===== src/sv/mtsu_pkg.sv =====
// mtsu_pkg: shared types and constants for the mt19937 state seed and twist unit
// no dependencies; used by every module of the block and by its checker

package mtsu_pkg;

  // field widths of the ports
  localparam int DATA_W     = 32;
  localparam int INDEX_W    = 10;
  localparam int FUNC_W     = 2;
  localparam int IN_TDATA_W = 48;
  localparam int CFG_ADDR_W = 3;

  // register map: index of each register, byte address is 4 * index
  localparam logic [0:0] REG_DEFAULT_SEED = 1'b0;

  localparam logic [DATA_W-1:0] DEFAULT_SEED_RST = 32'd29;

  // twist recurrence constants
  localparam logic [DATA_W-1:0] TW_MATRIX = 32'h9908_b0df;
  localparam logic [DATA_W-1:0] TW_UPPER  = 32'h8000_0000;
  localparam logic [DATA_W-1:0] TW_LOWER  = 32'h7fff_ffff;

  // seed recurrence constants
  localparam logic [DATA_W-1:0] SEED_MULT  = 32'd1812433253;
  localparam int                SEED_SHIFT = 30;

  typedef enum logic [FUNC_W-1:0] {
    FUNC_SEED  = 2'd0,
    FUNC_TWIST = 2'd1,
    FUNC_READ  = 2'd2
  } func_t;

  typedef enum logic [2:0] {
    ST_IDLE,
    ST_SEED,
    ST_TW_PRE,
    ST_TW_RUN,
    ST_TW_END,
    ST_RD_ISSUE,
    ST_RD_DATA
  } seq_state_t;

  // sequencer to word unit control
  typedef struct packed {
    logic seed_step;
    logic seed_first;
    logic twist_prime;
    logic twist_comp;
  } unit_ctrl_t;

endpackage


===== src/sv/mtsu_word_unit.sv =====
// mtsu_word_unit: shared datapath producing one new state word per cycle
// seed multiply-add or twist mix, selected by the sequencer; uses mtsu_pkg

module mtsu_word_unit #(
  parameter int AW = 10
) (
  input  logic                        clk,
  input  mtsu_pkg::unit_ctrl_t        ctrl,
  input  logic [AW-1:0]               idx,
  input  logic [mtsu_pkg::DATA_W-1:0] seed_base,
  input  logic [mtsu_pkg::DATA_W-1:0] rd0,
  input  logic [mtsu_pkg::DATA_W-1:0] rd1,
  output logic [mtsu_pkg::DATA_W-1:0] wdata
);

  logic [mtsu_pkg::DATA_W-1:0] prev_r;
  logic [mtsu_pkg::DATA_W-1:0] cur_r;
  logic [mtsu_pkg::DATA_W-1:0] mix;
  logic [mtsu_pkg::DATA_W-1:0] prod;
  logic [mtsu_pkg::DATA_W-1:0] seed_w;
  logic [mtsu_pkg::DATA_W-1:0] y;
  logic [mtsu_pkg::DATA_W-1:0] mag;
  logic [mtsu_pkg::DATA_W-1:0] twist_w;

  // seed: mult * (prev ^ (prev >> 30)) + index, low 32 bits
  assign mix    = prev_r ^ (prev_r >> mtsu_pkg::SEED_SHIFT);
  assign prod   = mtsu_pkg::SEED_MULT * mix;
  assign seed_w = ctrl.seed_first ? seed_base : prod + mtsu_pkg::DATA_W'(idx);

  // twist: rd0 is the next word, rd1 the far word
  assign y       = (cur_r & mtsu_pkg::TW_UPPER) | (rd0 & mtsu_pkg::TW_LOWER);
  assign mag     = y[0] ? mtsu_pkg::TW_MATRIX : '0;
  assign twist_w = rd1 ^ (y >> 1) ^ mag;

  assign wdata = ctrl.seed_step ? seed_w : twist_w;

  always_ff @(posedge clk) begin
    if (ctrl.seed_step) begin
      prev_r <= seed_w;
    end
    // old value of the next word becomes the current word
    if (ctrl.twist_prime || ctrl.twist_comp) begin
      cur_r <= rd0;
    end
  end

endmodule


===== config.mk =====
export PLATFORM = sky130hd
export DESIGN_NAME = mtsu_word_unit
export DESIGN_NICKNAME = d
export VERILOG_FILES = /design/src/sv/mtsu_pkg.sv /design/src/sv/mtsu_word_unit.sv
export SDC_FILE = /design/constraint.sdc
export NUM_CORES = 1
export LEC_CHECK = 0
export BUFFER_PORTS_ARGS = -buffer_cell sky130_fd_sc_hd__buf_4
export CAP_MARGIN = 10
export CORE_ASPECT_RATIO = 0.75
export CORE_MARGIN = 2
export CORE_UTILIZATION = 40
export DETAILED_ROUTE_END_ITERATION = 16
export GPL_TIMING_DRIVEN = 0
export PLACE_DENSITY = 0.61
export SLEW_MARGIN = 20
export SYNTH_ARGS = -nofsm -noshare
export SYNTH_HDL_FRONTEND = slang
export SYNTH_SLANG_ARGS = --single-unit

===== constraint.sdc =====
create_clock -name clk -period 8.2 [get_ports clk]
set_clock_uncertainty 0.2 [all_clocks]
set_input_delay 1.64 -clock clk [delete_from_list [all_inputs] [get_ports clk]]
set_output_delay 1.64 -clock clk [all_outputs]
set_load 0.01 [all_outputs]

# Word level (Yosys, flattened, before mapping)
# Index checks and enable logic that the tools add are counted.
[classes]
n_addsub = 1
multipliers = 1
mux = 3
n_bitwise = 4
reduce_logical = 1
[op_table]
columns = ["op", "count"]
rows = [
  ["32-bit two-way mux", 3],
  ["32-bit by 10-bit adder with 32-bit output", 1],
  ["31-bit by 32-bit multiplier with 32-bit output (first input constant)", 1],
  ["32-bit by 31-bit OR with 32-bit output", 1],
  ["32-bit by 2-bit XOR with 32-bit output", 1],
  ["32-bit by 31-bit XOR with 32-bit output", 1],
  ["32-bit XOR", 1],
  ["1-bit logical OR", 1],
]
[word_totals]
ff_bits = 64
in_bits = 111
output_inout_bits = 32
wordCells = 12

# Longest topological paths before layout
[depth]
depth_word = 5
depth_mapped = 26
depth_no_buf = 25

# Worst setup path after synthesis
# OpenSTA, ideal clock, no wires.
[synth_timing]
kind = "register -> output"
startpoint = "register prev_r[31] (netlist name)"
endpoint = "output port wdata[31] (netlist name)"
t_arrival_ps = 6442
t_required_ps = 6360
setup_slack_ps = -82
stages_incl_launch_ff = 25
n_path_buf = 0
cell_sequence = "edfxtp_1 xor2_1 xor2_1 ha_1 or2_2 ha_1 inv_1 fa_1 inv_1 ha_1 fa_1 fa_1 fa_1 inv_1 fa_1 inv_1 ha_1 nand4_1 o21bai_1 a2111oi_1 a21oi_1 a221oi_2 o21ai_1 a221oi_2 mux2_2"
[synth_via]
elab_chain_len = 5
[synth_lines]
columns = ["item", "line_no", "text"]
rows = [
  ["start: declaration", "mtsu_word_unit.sv:16", "logic [mtsu_pkg::DATA_W-1:0] prev_r;"],
  ["start signal: assignment", "mtsu_word_unit.sv:39", "prev_r <= seed_w;"],
  ["32-bit by 2-bit XOR with 32-bit output", "mtsu_word_unit.sv:26", "assign mix = prev_r ^ (prev_r >> mtsu_pkg::SEED_SHIFT);"],
  ["31-bit by 32-bit multiplier with 32-bit output", "mtsu_word_unit.sv:27", "assign prod = mtsu_pkg::SEED_MULT * mix;"],
  ["32-bit by 10-bit adder with 32-bit output", "mtsu_word_unit.sv:28", "assign seed_w = ctrl.seed_first ? seed_base : prod + mtsu_pkg::DATA_W'(idx);"],
  ["32-bit two-way mux", "mtsu_word_unit.sv:28", ""],
  ["via seed_w (one bit)", "mtsu_word_unit.sv:20", "logic [mtsu_pkg::DATA_W-1:0] seed_w;"],
  ["32-bit two-way mux", "mtsu_word_unit.sv:35", "assign wdata = ctrl.seed_step ? seed_w : twist_w;"],
  ["end: declaration", "mtsu_word_unit.sv:13", "output logic [mtsu_pkg::DATA_W-1:0] wdata"],
]
# The timed path passes the listed nets, and every way through them passes these cells.

# Worst setup path in the final report
[layout_timing]
startpoint = "register prev_r[31] (netlist name)"
endpoint = "output port wdata[27] (netlist name)"
# Same word-level chain as after synthesis.

==> flow_metrics.tcl <==
set metrics [dict create \
    worst_max_slew_margin_expressed_relative_to_the_limit 0.5087 \
    global_route_met3_utilization 0.07814 \
    post_cts_hold_buffer_count 0 \
    setup_viol_count_final 13 \
    rsz0062_at_grt "true" \
    synth.avg_cell_area_um2 9.872 \
    violations_in_the_final_reports "negative setup slack" \
    worstPathBufferInverterCount 6 \
    ant_nets 0 \
    fmax_mhz 112.4 \
    library_cell_appearing_most_often_on_the_critical_path "fa_1" \
    grt_pass1_wl_um 48170 \
    detail_route.drc_violations 0 \
    synthesis.instances 1054 \
    grtUsageTotal 0.2339 \
    synth.net_count 1554 \
    route.vias.total 8230 \
    detail_route.wirelength_um 31380 \
    largest_net_degree_at_the_start_of_global_routing 34 \
    finalMaxSlewViolations 0 \
    placement.setup.worst_slack_ps -1771 \
    synthToLayoutAreaGrowth_pct 31.24 \
    grt_util_met1 0.3129 \
    timing.critical_path.max_delay_family "adder cells" \
    finish.instance_area_mm2 0.01366 \
    critPathRequiredTime_ps 6360 \
    asyncSetResetFlopFracSynth 0 \
    worst-setup-path-type "reg2out" \
    clk_pin_slew_worst_paths_ps 50 \
    min_period_ps 8897 \
    final_hold_slack_ps 904.6 \
    avgViaCountPerCell 5.034 \
    grt_antenna_before_repair 0 \
    nNetsFinal 1790 \
    global_route.overflow_total 0 \
    syn-cell-area_mm2 0.01040 \
    initialDrtViolationCount 444 \
    maxCapViolations 0 \
    worstHoldPathType "reg2reg" \
    diodes 0 \
    post_synth_num_cell_types 49 \
    clock-root-buffer "clkbuf_16" \
    design.core.area_mm2 0.02578 \
    nFillCells 2338 \
    outcome "complete, but fails checks" \
    crit_path_max_fanout 4 \
    startpoint_type "flop" \
    drt_wl_cell_um 19.19 \
    portBuffers 140 \
    placed_cell_area_mm2 0.01189 \
    endpoint_kind "primary output" \
    clock_sinks 33 \
    worstMarginPinSlew_ps 736.3 \
    dpl.hpwl_um 23930 \
    vertical_extent_of_the_die_um 143.7 \
    clockBufferDepth 2 \
    worstPathArrival_ps 7060 \
    synth-main-ff-cell "edfxtp_1" \
    synth-seq-cells 33 \
    boundaryPins 143 \
    layout_setup_ws_ps -696.6 \
    clock_latency_ps 280 \
    std_cell_rows 51 \
    ctsHtreeMaxLevel 2 \
    hp-start "prev_r[30]$_DFFE_PP_" \
    fp.dieW_um 190.2 \
    cts-buffers-inserted 5 \
    detailedRoute.firstPassIterationCount 5 \
    floorplan.die_area_mm2 0.02733 \
    final_replace_weighted_congestion 0.9179 \
    timing.critical_path.from "prev_r[31]$_DFFE_PP_" \
    via_count_of_the_first_global_routing_pass 8811 \
    fraction_of_layout_cells_with_a_size_suffix_above_1 0.2789 \
    initial_core_util 0.4036 \
    crit_path_max_incr_delay_ps 520 \
    fin_crit_sh 1.085 \
    yosysWarningCount 0 \
    grt_util_met2 0.3594 \
    gr-max-usage-layer "met2" \
    r2r-start "prev_r[31]$_DFFE_PP_" \
    cts_tree "done" \
    final-hold-violation-count 0 \
    critical_path.slowest_cell "fa_1" \
    synth_enable_flop_cells 33 \
    synth.yosys.seq_area_share 0.09524 \
]
-- worst reg2reg max path, delay by kind of cell (launching register included) --
| family | cells | cell delay (ps) |
|---|---|---|
| adder cells (fa/ha/maj) | 9 | 3380 |
| XOR/XNOR | 3 | 760 |
| AO/OA/AOI/OAI | 4 | 720 |
| AND/OR/NAND/NOR | 3 | 690 |
| buffers and inverters | 6 | 510 |
| flip-flops | 1 | 470 |
-- repair_timing --
action | 4_1_cts | 5_1_grt
setup endpoints to repair | 20 | 21
pin swaps | 66 | 51
buffers inserted | 66 | 25
gates resized for setup | 123 | 58
-- synthesized netlist by cell type, types with 5 or more instances --
master / instances / share of area
inv_1: 258 / 0.093
ha_1: 236 / 0.28
fa_1: 153 / 0.29
nand2_1: 67 / 0.024
xnor2_1: 67 / 0.056
o21ai_0: 46 / 0.022
xor2_1: 38 / 0.032
edfxtp_1: 33 / 0.095
a21oi_1: 22 / 0.011
nor2_1: 15 / 0.0054
clkbuf_1: 14 / 0.0051
a21o_1: 12 / 0.0087
o21ai_1: 11 / 0.0053
mux2_2: 8 / 0.0087
a211oi_1: 5 / 0.0036
a31oi_1: 5 / 0.0030
nand3_1: 5 / 0.0024
-- path summary, 6_finish.rpt --
check	end	slack (ps)	cells after the start
worst min register to register	prev_r[0]$_DFFE_PP_	900	4
worst max-delay path	wdata[27]	-700	26
worst max register to register	prev_r[27]$_DFFE_PP_	1230	25
worst min-delay path	prev_r[0]$_DFFE_PP_	900	4
-- layout by cell type (no fill, tap or decap), types with 4 or more instances in the layout --
cell | Yosys | final
inv_1 | 258 | 243
ha_1 | 236 | 210
buf_4 | 0 | 209
fa_1 | 153 | 151
nand2_1 | 67 | 64
xnor2_1 | 67 | 63
edfxtp_1 | 33 | 33
xor2_1 | 38 | 30
o21ai_0 | 46 | 26
ha_4 | 0 | 23
o21ai_1 | 11 | 19
clkbuf_1 | 14 | 16
buf_6 | 1 | 16
inv_2 | 0 | 15
a21o_1 | 12 | 12
a21oi_1 | 22 | 12
nor2_1 | 15 | 11
o21ai_2 | 1 | 10
a21oi_2 | 1 | 8
buf_12 | 0 | 6
mux2_2 | 8 | 5
clkbuf_16 | 0 | 5
xor2_4 | 0 | 4
xor2_2 | 0 | 4
nand3_2 | 0 | 4
a31oi_1 | 5 | 4
-- cell families (layout without fill, tap and decap cells) --
logic type / after synthesis / count (layout) / synth area share
adder cells (fa/ha/maj): 389 / 389 / 0.5782
flip-flops: 33 / 33 / 0.09524
AND/OR/NAND/NOR: 109 / 109 / 0.04570
multiplexers: 9 / 9 / 0.009620
buffers and inverters: 276 / 513 / 0.1003
AO/OA/AOI/OAI: 133 / 133 / 0.08261
XOR/XNOR: 105 / 105 / 0.08838
-- registers in the layout, summed over array words and instances, names as in the netlist --
| signal | count |
|---|---|
| prev_r | 32 |
| cur_r | 1 |
-- layout make-up --
class                      count  area, um^2  share of cell area
buffer                        16       60.06            0.004398
inverter                     258       968.4             0.07092
multi-input combinational    745        9200              0.6737
sequential                    33       991.0             0.07257
tap                          344       430.4             0.03152
clock buffer                   8       136.4            0.009987
timing repair buffer         231        1869              0.1369
-- metrics by stage --
stage          utilization  setup TNS (ps)  instances
2_1_floorplan            -               0       1054
3_3_place_gp        0.4614          -13700       1538
3_5_place_dp        0.4614          -14010       1538
4_1_cts             0.5098           -4696       1611
5_1_grt             0.5297           -7754       1635
6_report            0.5297           -4944       1635
-- routing by layer --
layer | up-vias | part of all wire | wire [um]
met5 | - | 0 | 0
met4 | 0 | 0.031 | 968
met3 | 62 | 0.092 | 2877
met2 | 320 | 0.44 | 13680
met1 | 4009 | 0.44 | 13860
li1 | 3839 | - | -
Power is left out: the tool's default activity adds up to more than one toggle a clock period on the data nets, which glitch-free logic cannot reach.
