### config.mk
export PLATFORM = sky130hd
export DESIGN_NAME = mtsu_sequencer
export DESIGN_NICKNAME = d
export VERILOG_FILES = /design/src/sv/mtsu_pkg.sv /design/src/sv/mtsu_sequencer.sv
export SDC_FILE = /design/constraint.sdc
export NUM_CORES = 1
export LEC_CHECK = 0
export ABC_CLOCK_PERIOD_IN_PS = 7800
export BUFFER_PORTS_ARGS = -buffer_cell sky130_fd_sc_hd__buf_2
export CAP_MARGIN = 20
export CORE_ASPECT_RATIO = 0.8
export CORE_MARGIN = 2
export CORE_UTILIZATION = 51
export DETAILED_ROUTE_END_ITERATION = 8
export GPL_ROUTABILITY_DRIVEN = 1
export PLACE_DENSITY = 0.82
export SYNTH_ARGS = -nofsm -noshare
export SYNTH_HDL_FRONTEND = slang
export SYNTH_SLANG_ARGS = --single-unit
### constraint.sdc
create_clock -name clk -period 7.8 [get_ports clk]
set_clock_uncertainty 0.15 [all_clocks]
set_input_delay 1.56 -clock clk [delete_from_list [all_inputs] [get_ports clk]]
set_output_delay 1.56 -clock clk [all_outputs]
set_load 0.05 [all_outputs]
### src/sv/mtsu_pkg.sv
// mtsu_pkg: shared types and constants for the mt19937 state seed and twist unit
// no dependencies; used by every module of the block and by its checker

package mtsu_pkg;

  // field widths of the ports
  localparam int DATA_W     = 32;
  localparam int INDEX_W    = 10;
  localparam int FUNC_W     = 2;
  localparam int IN_TDATA_W = 48;
  localparam int CFG_ADDR_W = 3;

  // register map: index of each register, byte address is 4 * index
  localparam logic [0:0] REG_DEFAULT_SEED = 1'b0;

  localparam logic [DATA_W-1:0] DEFAULT_SEED_RST = 32'd29;

  // twist recurrence constants
  localparam logic [DATA_W-1:0] TW_MATRIX = 32'h9908_b0df;
  localparam logic [DATA_W-1:0] TW_UPPER  = 32'h8000_0000;
  localparam logic [DATA_W-1:0] TW_LOWER  = 32'h7fff_ffff;

  // seed recurrence constants
  localparam logic [DATA_W-1:0] SEED_MULT  = 32'd1812433253;
  localparam int                SEED_SHIFT = 30;

  typedef enum logic [FUNC_W-1:0] {
    FUNC_SEED  = 2'd0,
    FUNC_TWIST = 2'd1,
    FUNC_READ  = 2'd2
  } func_t;

  typedef enum logic [2:0] {
    ST_IDLE,
    ST_SEED,
    ST_TW_PRE,
    ST_TW_RUN,
    ST_TW_END,
    ST_RD_ISSUE,
    ST_RD_DATA
  } seq_state_t;

  // sequencer to word unit control
  typedef struct packed {
    logic seed_step;
    logic seed_first;
    logic twist_prime;
    logic twist_comp;
  } unit_ctrl_t;

endpackage

### src/sv/mtsu_sequencer.sv
// mtsu_sequencer: operation decode, word counters, memory addressing, result register
// drives mtsu_state_ram and mtsu_word_unit; uses mtsu_pkg

module mtsu_sequencer #(
  parameter int STATE_SIZE   = 624,
  parameter int SHIFT_OFFSET = 397,
  parameter int AW           = 10
) (
  input  logic                         clk,
  input  logic                         rst_n,
  input  logic                         in_tvalid,
  output logic                         in_tready,
  input  logic [mtsu_pkg::FUNC_W-1:0]  in_func,
  input  logic [mtsu_pkg::DATA_W-1:0]  in_seed,
  input  logic [mtsu_pkg::INDEX_W-1:0] in_index,
  input  logic [mtsu_pkg::DATA_W-1:0]  default_seed,
  output logic                         out_tvalid,
  input  logic                         out_tready,
  output logic [mtsu_pkg::DATA_W-1:0]  out_tdata,
  output mtsu_pkg::unit_ctrl_t         ctrl,
  output logic [AW-1:0]                unit_idx,
  output logic [mtsu_pkg::DATA_W-1:0]  seed_base,
  output logic                         ram_we,
  output logic [AW-1:0]                ram_waddr,
  output logic                         ram_re,
  output logic [AW-1:0]                ram_ra0,
  output logic [AW-1:0]                ram_ra1,
  input  logic [mtsu_pkg::DATA_W-1:0]  ram_rd0
);

  localparam logic [AW-1:0] LAST      = AW'(STATE_SIZE - 1);
  localparam logic [AW-1:0] FAR_START = AW'(SHIFT_OFFSET % STATE_SIZE);
  localparam int            RNG_W     = mtsu_pkg::INDEX_W + 1;

  mtsu_pkg::seq_state_t state_r, state_nxt;

  logic [AW-1:0]               k_r, k_nxt;
  logic [AW-1:0]               f_r, f_nxt;
  logic [AW-1:0]               ck_r, ck_nxt;
  logic                        cv_r, cv_nxt;
  logic [AW-1:0]               k_inc;
  logic [AW-1:0]               f_inc;
  logic [mtsu_pkg::DATA_W-1:0] seed_r;
  logic [AW-1:0]               idx_r;
  logic                        rng_r;
  logic                        out_valid_r;
  logic [mtsu_pkg::DATA_W-1:0] out_data_r;
  logic                        accept;
  logic                        ld_out;

  assign in_tready = (state_r == mtsu_pkg::ST_IDLE);
  assign accept    = in_tvalid && in_tready;
  assign k_inc     = (k_r == LAST) ? '0 : k_r + 1'b1;
  assign f_inc     = (f_r == LAST) ? '0 : f_r + 1'b1;
  assign unit_idx  = k_r;
  assign seed_base = seed_r;

  always_comb begin
    state_nxt = state_r;
    k_nxt     = k_r;
    f_nxt     = f_r;
    ck_nxt    = ck_r;
    cv_nxt    = cv_r;
    ctrl      = '0;
    ram_we    = 1'b0;
    ram_waddr = k_r;
    ram_re    = 1'b0;
    ram_ra0   = k_inc;
    ram_ra1   = f_r;
    ld_out    = 1'b0;
    unique case (state_r)
      mtsu_pkg::ST_IDLE: begin
        if (accept) begin
          case (mtsu_pkg::func_t'(in_func))
            mtsu_pkg::FUNC_SEED: begin
              state_nxt = mtsu_pkg::ST_SEED;
              k_nxt     = '0;
            end
            mtsu_pkg::FUNC_TWIST: state_nxt = mtsu_pkg::ST_TW_PRE;
            mtsu_pkg::FUNC_READ:  state_nxt = mtsu_pkg::ST_RD_ISSUE;
            default: ;
          endcase
        end
      end
      mtsu_pkg::ST_SEED: begin
        ctrl.seed_step  = 1'b1;
        ctrl.seed_first = (k_r == '0);
        ram_we          = 1'b1;
        ram_waddr       = k_r;
        k_nxt           = k_inc;
        if (k_r == LAST) begin
          state_nxt = mtsu_pkg::ST_IDLE;
        end
      end
      mtsu_pkg::ST_TW_PRE: begin
        // fetch word 0 to seed the current-word register
        ram_re    = 1'b1;
        ram_ra0   = '0;
        k_nxt     = '0;
        f_nxt     = FAR_START;
        cv_nxt    = 1'b0;
        state_nxt = mtsu_pkg::ST_TW_RUN;
      end
      mtsu_pkg::ST_TW_RUN: begin
        // issue reads for word k, write word k-1
        ram_re           = 1'b1;
        ram_ra0          = k_inc;
        ram_ra1          = f_r;
        ctrl.twist_comp  = cv_r;
        ctrl.twist_prime = !cv_r;
        ram_we           = cv_r;
        ram_waddr        = ck_r;
        ck_nxt           = k_r;
        cv_nxt           = 1'b1;
        k_nxt            = k_inc;
        f_nxt            = f_inc;
        if (k_r == LAST) begin
          state_nxt = mtsu_pkg::ST_TW_END;
        end
      end
      mtsu_pkg::ST_TW_END: begin
        ctrl.twist_comp = 1'b1;
        ram_we          = 1'b1;
        ram_waddr       = ck_r;
        state_nxt       = mtsu_pkg::ST_IDLE;
      end
      mtsu_pkg::ST_RD_ISSUE: begin
        ram_re    = 1'b1;
        ram_ra0   = idx_r;
        state_nxt = mtsu_pkg::ST_RD_DATA;
      end
      mtsu_pkg::ST_RD_DATA: begin
        if (!out_valid_r || out_tready) begin
          ld_out    = 1'b1;
          state_nxt = mtsu_pkg::ST_IDLE;
        end
      end
      default: state_nxt = mtsu_pkg::ST_IDLE;
    endcase
  end

  always_ff @(posedge clk) begin
    if (!rst_n) begin
      state_r     <= mtsu_pkg::ST_IDLE;
      k_r         <= '0;
      f_r         <= '0;
      ck_r        <= '0;
      cv_r        <= 1'b0;
      out_valid_r <= 1'b0;
    end else begin
      state_r <= state_nxt;
      k_r     <= k_nxt;
      f_r     <= f_nxt;
      ck_r    <= ck_nxt;
      cv_r    <= cv_nxt;
      if (ld_out) begin
        out_valid_r <= 1'b1;
      end else if (out_tready) begin
        out_valid_r <= 1'b0;
      end
    end
  end

  always_ff @(posedge clk) begin
    if (accept) begin
      seed_r <= (in_seed != '0) ? in_seed : default_seed;
      idx_r  <= in_index[AW-1:0];
      rng_r  <= (RNG_W'(in_index) < RNG_W'(STATE_SIZE));
    end
    if (ld_out) begin
      out_data_r <= rng_r ? ram_rd0 : '0;
    end
  end

  assign out_tvalid = out_valid_r;
  assign out_tdata  = out_data_r;

endmodule

# After elaboration in Yosys (flattened, before gate mapping)
# Index checks and enable logic that the tools add are counted.
# word_totals
ff_bits,110
out_inout_bits,112
elab_cells,71
# op_classes
mux,25
n_addsub,2
n_lt_le_gt_ge,1
reduce_logical,17
n_eq_ne,16
# op_table
cell,count
$mux W10,5
$pmux W10 S2,2
$mux W32,1
$reduce_bool A32 Y1,1
$pmux W10 S3,1
$add A10 B1 Y10 const B,2
$eq A10 B10 Y1 const B,2
$pmux W3 S6,1
$mux W3,4
$logic_not A10 Y1,1
$lt A10 B10 Y1 const B,1
$eq A3 B3 Y1 const B,3
$pmux W3 S3,1
$eq A3 B2 Y1 const B,2
$mux W1,6
$ne A2 B2 Y1 const B,3
$pmux W1 S2,3
$reduce_or A2 Y1,3
$reduce_and A5 Y1,1
$ne A2 B1 Y1 const B,2
$ne A4 B1 Y1 const B,1
$reduce_bool A2 Y1,2
$eq A3 B1 Y1 const B,1
$logic_not A3 Y1,1
other kinds (10),11

# Depth between registers and ports, before layout
# depth
depth_word,5
ltp_mapped,6
ltp_nobuf,5

# Least setup slack after synthesis
# No wires, ideal clock.
# synth_timing
kind,reg2out
startpoint,register k_r[0] (netlist: unit_idx[0])
endpoint,output ram_ra0[8]
t_arrival_ns,2.667
t_required_ns,6.090
path_slack_ns,3.423
stages_incl_launch_ff,6
cell_sequence,dfxtp_1 ha_1 and3_1 nand3_1 xor2_1 o21ai_0
# synth_between
elab_chain_len,3
elab_cells_between_ends,4
classes_between,add/sub: 1; eq/ne: 1; mux: 2
# synth_lines
item,line_no,rtl
start: declaration,mtsu_sequencer.sv:37,"logic [AW-1:0] k_r, k_nxt;"
start signal: assignment,mtsu_sequencer.sv:152,k_r <= k_nxt;
$add A10 B1 Y10 / $eq A10 B10 Y1 (equally long branches),mtsu_sequencer.sv:53,assign k_inc = (k_r == LAST) ? '0 : k_r + 1'b1;
$mux W10 (*),mtsu_sequencer.sv:53,
$pmux W10 S2 (*),mtsu_sequencer.sv:71,unique case (state_r)
end: declaration,mtsu_sequencer.sv:26,"output logic [AW-1:0] ram_ra0,"
# Every way passes the cells marked *; elsewhere a longest branch is shown, timed or not.

# Worst setup path in the final report
# layout_timing
startpoint,register state_r[2]
endpoint,output ram_waddr[8]
# layout_between
elab_chain_len,3
elab_cells_between_ends,4
classes_between,eq/ne: 2; mux: 1; reduce/logical: 1
# layout_lines
item,line_no,rtl
start: declaration,mtsu_sequencer.sv:35,"mtsu_pkg::seq_state_t state_r, state_nxt;"
start signal: assignment,mtsu_sequencer.sv:144,state_r <= mtsu_pkg::ST_IDLE;
start signal: assignment,mtsu_sequencer.sv:151,state_r <= state_nxt;
$eq A3 B2 Y1 / $eq A3 B3 Y1 (equally long branches),mtsu_sequencer.sv:71,
$reduce_or A2 Y1 (no source line) (*),-,
$mux W10 (*),mtsu_sequencer.sv:71,
end: declaration,mtsu_sequencer.sv:24,"output logic [AW-1:0] ram_waddr,"
# Marks and branches as above.

==> run summary <==
## Clocking
- CTS tree: yes
- post-cts repair resize count: 0
- Clk Tree Root Cell: clkbuf_16
- number of buffers between clock root and the deepest sink: 2
- post-CTS setup buffers: 0
- Clock Pin Slew Worst Setup and Hold Paths: 0.07 ns
- CTS H-tree depth: 3
- clock buffer count from CTS: 9
- insertion delay of the later-clocked pin in the worst-skew pair: 0.34 ns
- CTS sink count: 110
- count of hold buffers inserted by post-cts repair: 0

## Power
- Max IR drop VDD: 247 uV
- overall power consumption: 1.80 mW
- power per standard cell area: 277 mW/mm^2
- total leakage power: 2.87 nW

## Layout
- Filler Cells Inserted: 754
- net count of the finished layout: 771
- post-synthesis to final-layout area growth: 29.0%
- final core utilization: 67.6%
- share of layout cells above drive strength 1: 39.4%
- n_diodes: 0

## Synthesis
- post-synth net total: 563
- #FFs+latches synth: 110
- cell types occupying the most area after synthesis: edfxtp_1 45%, dfxtp_1 14%, a21o_1 4.9%
- number of warnings issued by yosys: 0
- Mapped Avg Cell Area: 11.2 um^2
- unique cell type count in the Yosys netlist: 56
- share of synthesized flip-flops with an asynchronous set or reset: 0%
- portion of the post-synthesis area used by sequential elements: 58.6%
- ranking of synthesized cells by instance count: 75 x edfxtp_1, 54 x nand2_1, 35 x dfxtp_1
- cell type contributing the most total cell area after synthesis: edfxtp_1
- post-synthesis cell area: 0.00503 mm^2
- synthesized netlist cell count: 448
- cell with the most instances after synthesis: edfxtp_1
- predominant post-synthesis flop cell: edfxtp_1
- area fraction of the dominant cell type after synthesis: 44.7%
- number of enable-type register cells in the synthesized netlist: 75

## Die
- Initial Util: 52.4%
- num ports: 224
- core area: 0.00961 mm^2
- vertical extent of the die: 92.9 um
- full die area: 0.0107 mm^2
- floorplan die width: 115 um
- site row count: 32

## Worst setup path
- r2r worst-path depth: 2
- category of the worst setup path launch point: register
- CP Data Arrival Time: 2.66 ns
- worst path required time: 6.09 ns
- Worst setup EP type: primary output
- worst flop-to-flop path startpoint: state_r[2]
- maximum fanout along the worst path: 21
- worst reg2reg path endpoint: seed_base[24]
- class of the most critical setup path: reg2out
- Worst R2R Setup Slack: 5.32 ns

## Global route
- global-route total usage across every layer: 24.9%
- Overflow after GRT: 0
- initial antenna violation count: 0
- global-route wire length before repair: 20800 um
- number of global-route vias before repair: 4149
- pin count of the biggest net entering global routing: 44

## Timing
- total of endpoints with negative setup slack in the final report: 0
- number of max-slew violations in the final report: 0
- measured slew at the worst slew-check pin: 0.992 ns
- unrepaired setup endpoints after global routing: no
- timing-limited maximum frequency: 229 MHz
- post-route minimum period: 4.37 ns
- Final WS setup: 3.43 ns
- final period utilization: 56.0%
- worst slew margin relative to its limit: 33.9%
- hold_ws: 0.318 ns
- final hold vios: 0
- setup TNS: 0 ns

## Drt
- detailed-routing iteration count for the pre-antenna-repair pass: 4
- number of DRC violations after detailed-routing iteration 0: 295
- via count: 4307
- drt via density: 5.53
- final antenna-violating net count: 0
- total length of routed wires: 13400 um
- Avg WL per Cell: 17.2 um
- drc violations: 0

## Hold path
- hold wc startpoint: ck_r[5]
- Hold Path Sink: ck_r[5]
- Worst Hold Path Cells: 2
- min-delay worst type: reg2reg

## Outcome
- outcome: finished clean

## Placement
- number of port buffers: 223
- routability congestion estimate from global placement: 0.902
- detailed placer's ending HPWL: 9950 um
- pre-CTS worst setup slack: 3.83 ns

## Flow run
- max-cap viol count: 0

final cells by class:
| type | count | area (um^2) | share of cell area [%] |
|---|---|---|---|
| sequential | 110 | 2950 | 45.5 |
| multi-input combinational | 305 | 1950 | 30.0 |
| timing repair buffer | 225 | 1130 | 17.5 |
| clock buffer | 10 | 229 | 3.53 |
| tap | 119 | 149 | 2.29 |
| clock inverter | 5 | 60.1 | 0.925 |
| inverter | 5 | 18.8 | 0.289 |
cell families after synthesis:
| logic type | Yosys count | share of synthesized area, % |
|---|---|---|
| xor gates and xnor gates | 6 | 1.04 |
| muxes | 11 | 2.44 |
| DFF | 110 | 58.6 |
| and+or+nand+nor | 170 | 18.0 |
| AOI/OAI and AO/OA | 115 | 16.4 |
| buffers and inverters | 33 | 2.78 |
| adders and majority gates | 3 | 0.746 |
sequential cells by signal, indices dropped and copies added (netlist names):
name and flops:
ram_ra1 10, idx_r 10, out_tvalid 1, seed_base 32, state_r 3, cv_r 1, rng_r 1, out_tdata 32
ck_r 10, unit_idx 10
metal layers:
layer	part of all wire (%)	global-route usage, %	vias up
li1	-	-	2063
met1	43	32.6	2036
met2	48	40.9	192
met3	7.8	7.13	16
met4	1.4	6.02	0
met5	0	0	-
worst max-delay path, cell delays in order (launching register included):
cell and delay (ns):
dfxtp_1 0.70, and3b_1 0.47, a21oi_2 0.52, mux2_2 0.40
buf_2 0.21
power by group:
group,internal (mW),leakage [nW],switching [mW]
registers,0.716,0.984,0.0578
clock network,0.248,0.135,0.201
logic,0.143,1.75,0.429
how the worst max path moves through the flow:
stage                           start           end  slack, ns  cells after the start
after floorplan           unit_idx[0]    ram_ra0[8]       3.42                      5
after global placement     state_r[2]  ram_waddr[7]       3.92                      4
after detailed placement   state_r[2]  ram_waddr[0]       3.83                      4
after CTS                  state_r[2]  ram_waddr[0]       3.45                      4
after global routing       state_r[2]  ram_waddr[0]       3.27                      4
final                      state_r[2]  ram_waddr[8]       3.43                      4
cells in the final DEF, fill, tap and decap left out, drive strengths merged, types with 2 or more instances in the layout:
cell type / Yosys / layout
o21a: 4 / 4
clkinvlp: 0 / 2
and3b: 3 / 3
nor3: 4 / 4
mux2: 10 / 10
and3: 5 / 5
o21ai: 22 / 22
xnor2: 5 / 5
and4: 2 / 2
a31oi: 4 / 4
nand3b: 3 / 3
o31ai: 2 / 2
buf: 5 / 225
nand4: 5 / 5
nor2b: 7 / 7
and2: 33 / 33
nor2: 13 / 13
a21o: 33 / 33
dfxtp: 35 / 35
a21boi: 16 / 16
ha: 3 / 3
nand3: 12 / 12
or3: 5 / 5
inv: 5 / 6
nor4: 11 / 11
edfxtp: 75 / 75
a32oi: 2 / 2
a22o: 2 / 2
o211ai: 5 / 5
a32o: 2 / 2
nor4b: 2 / 2
nand2: 54 / 54
clkbuf: 23 / 10
nand2b: 8 / 8
a21oi: 11 / 11
or2: 2 / 2
through the flow:
| stage | area, um^2 | cells |
|---|---|---|
| floorplan | 5030 | 448 |
| global placement | 6190 | 763 |
| detailed placement | 6190 | 763 |
| CTS | 6480 | 778 |
| global route | 6490 | 779 |
| finish | 6490 | 779 |
(Power assumes the default switching activity.)
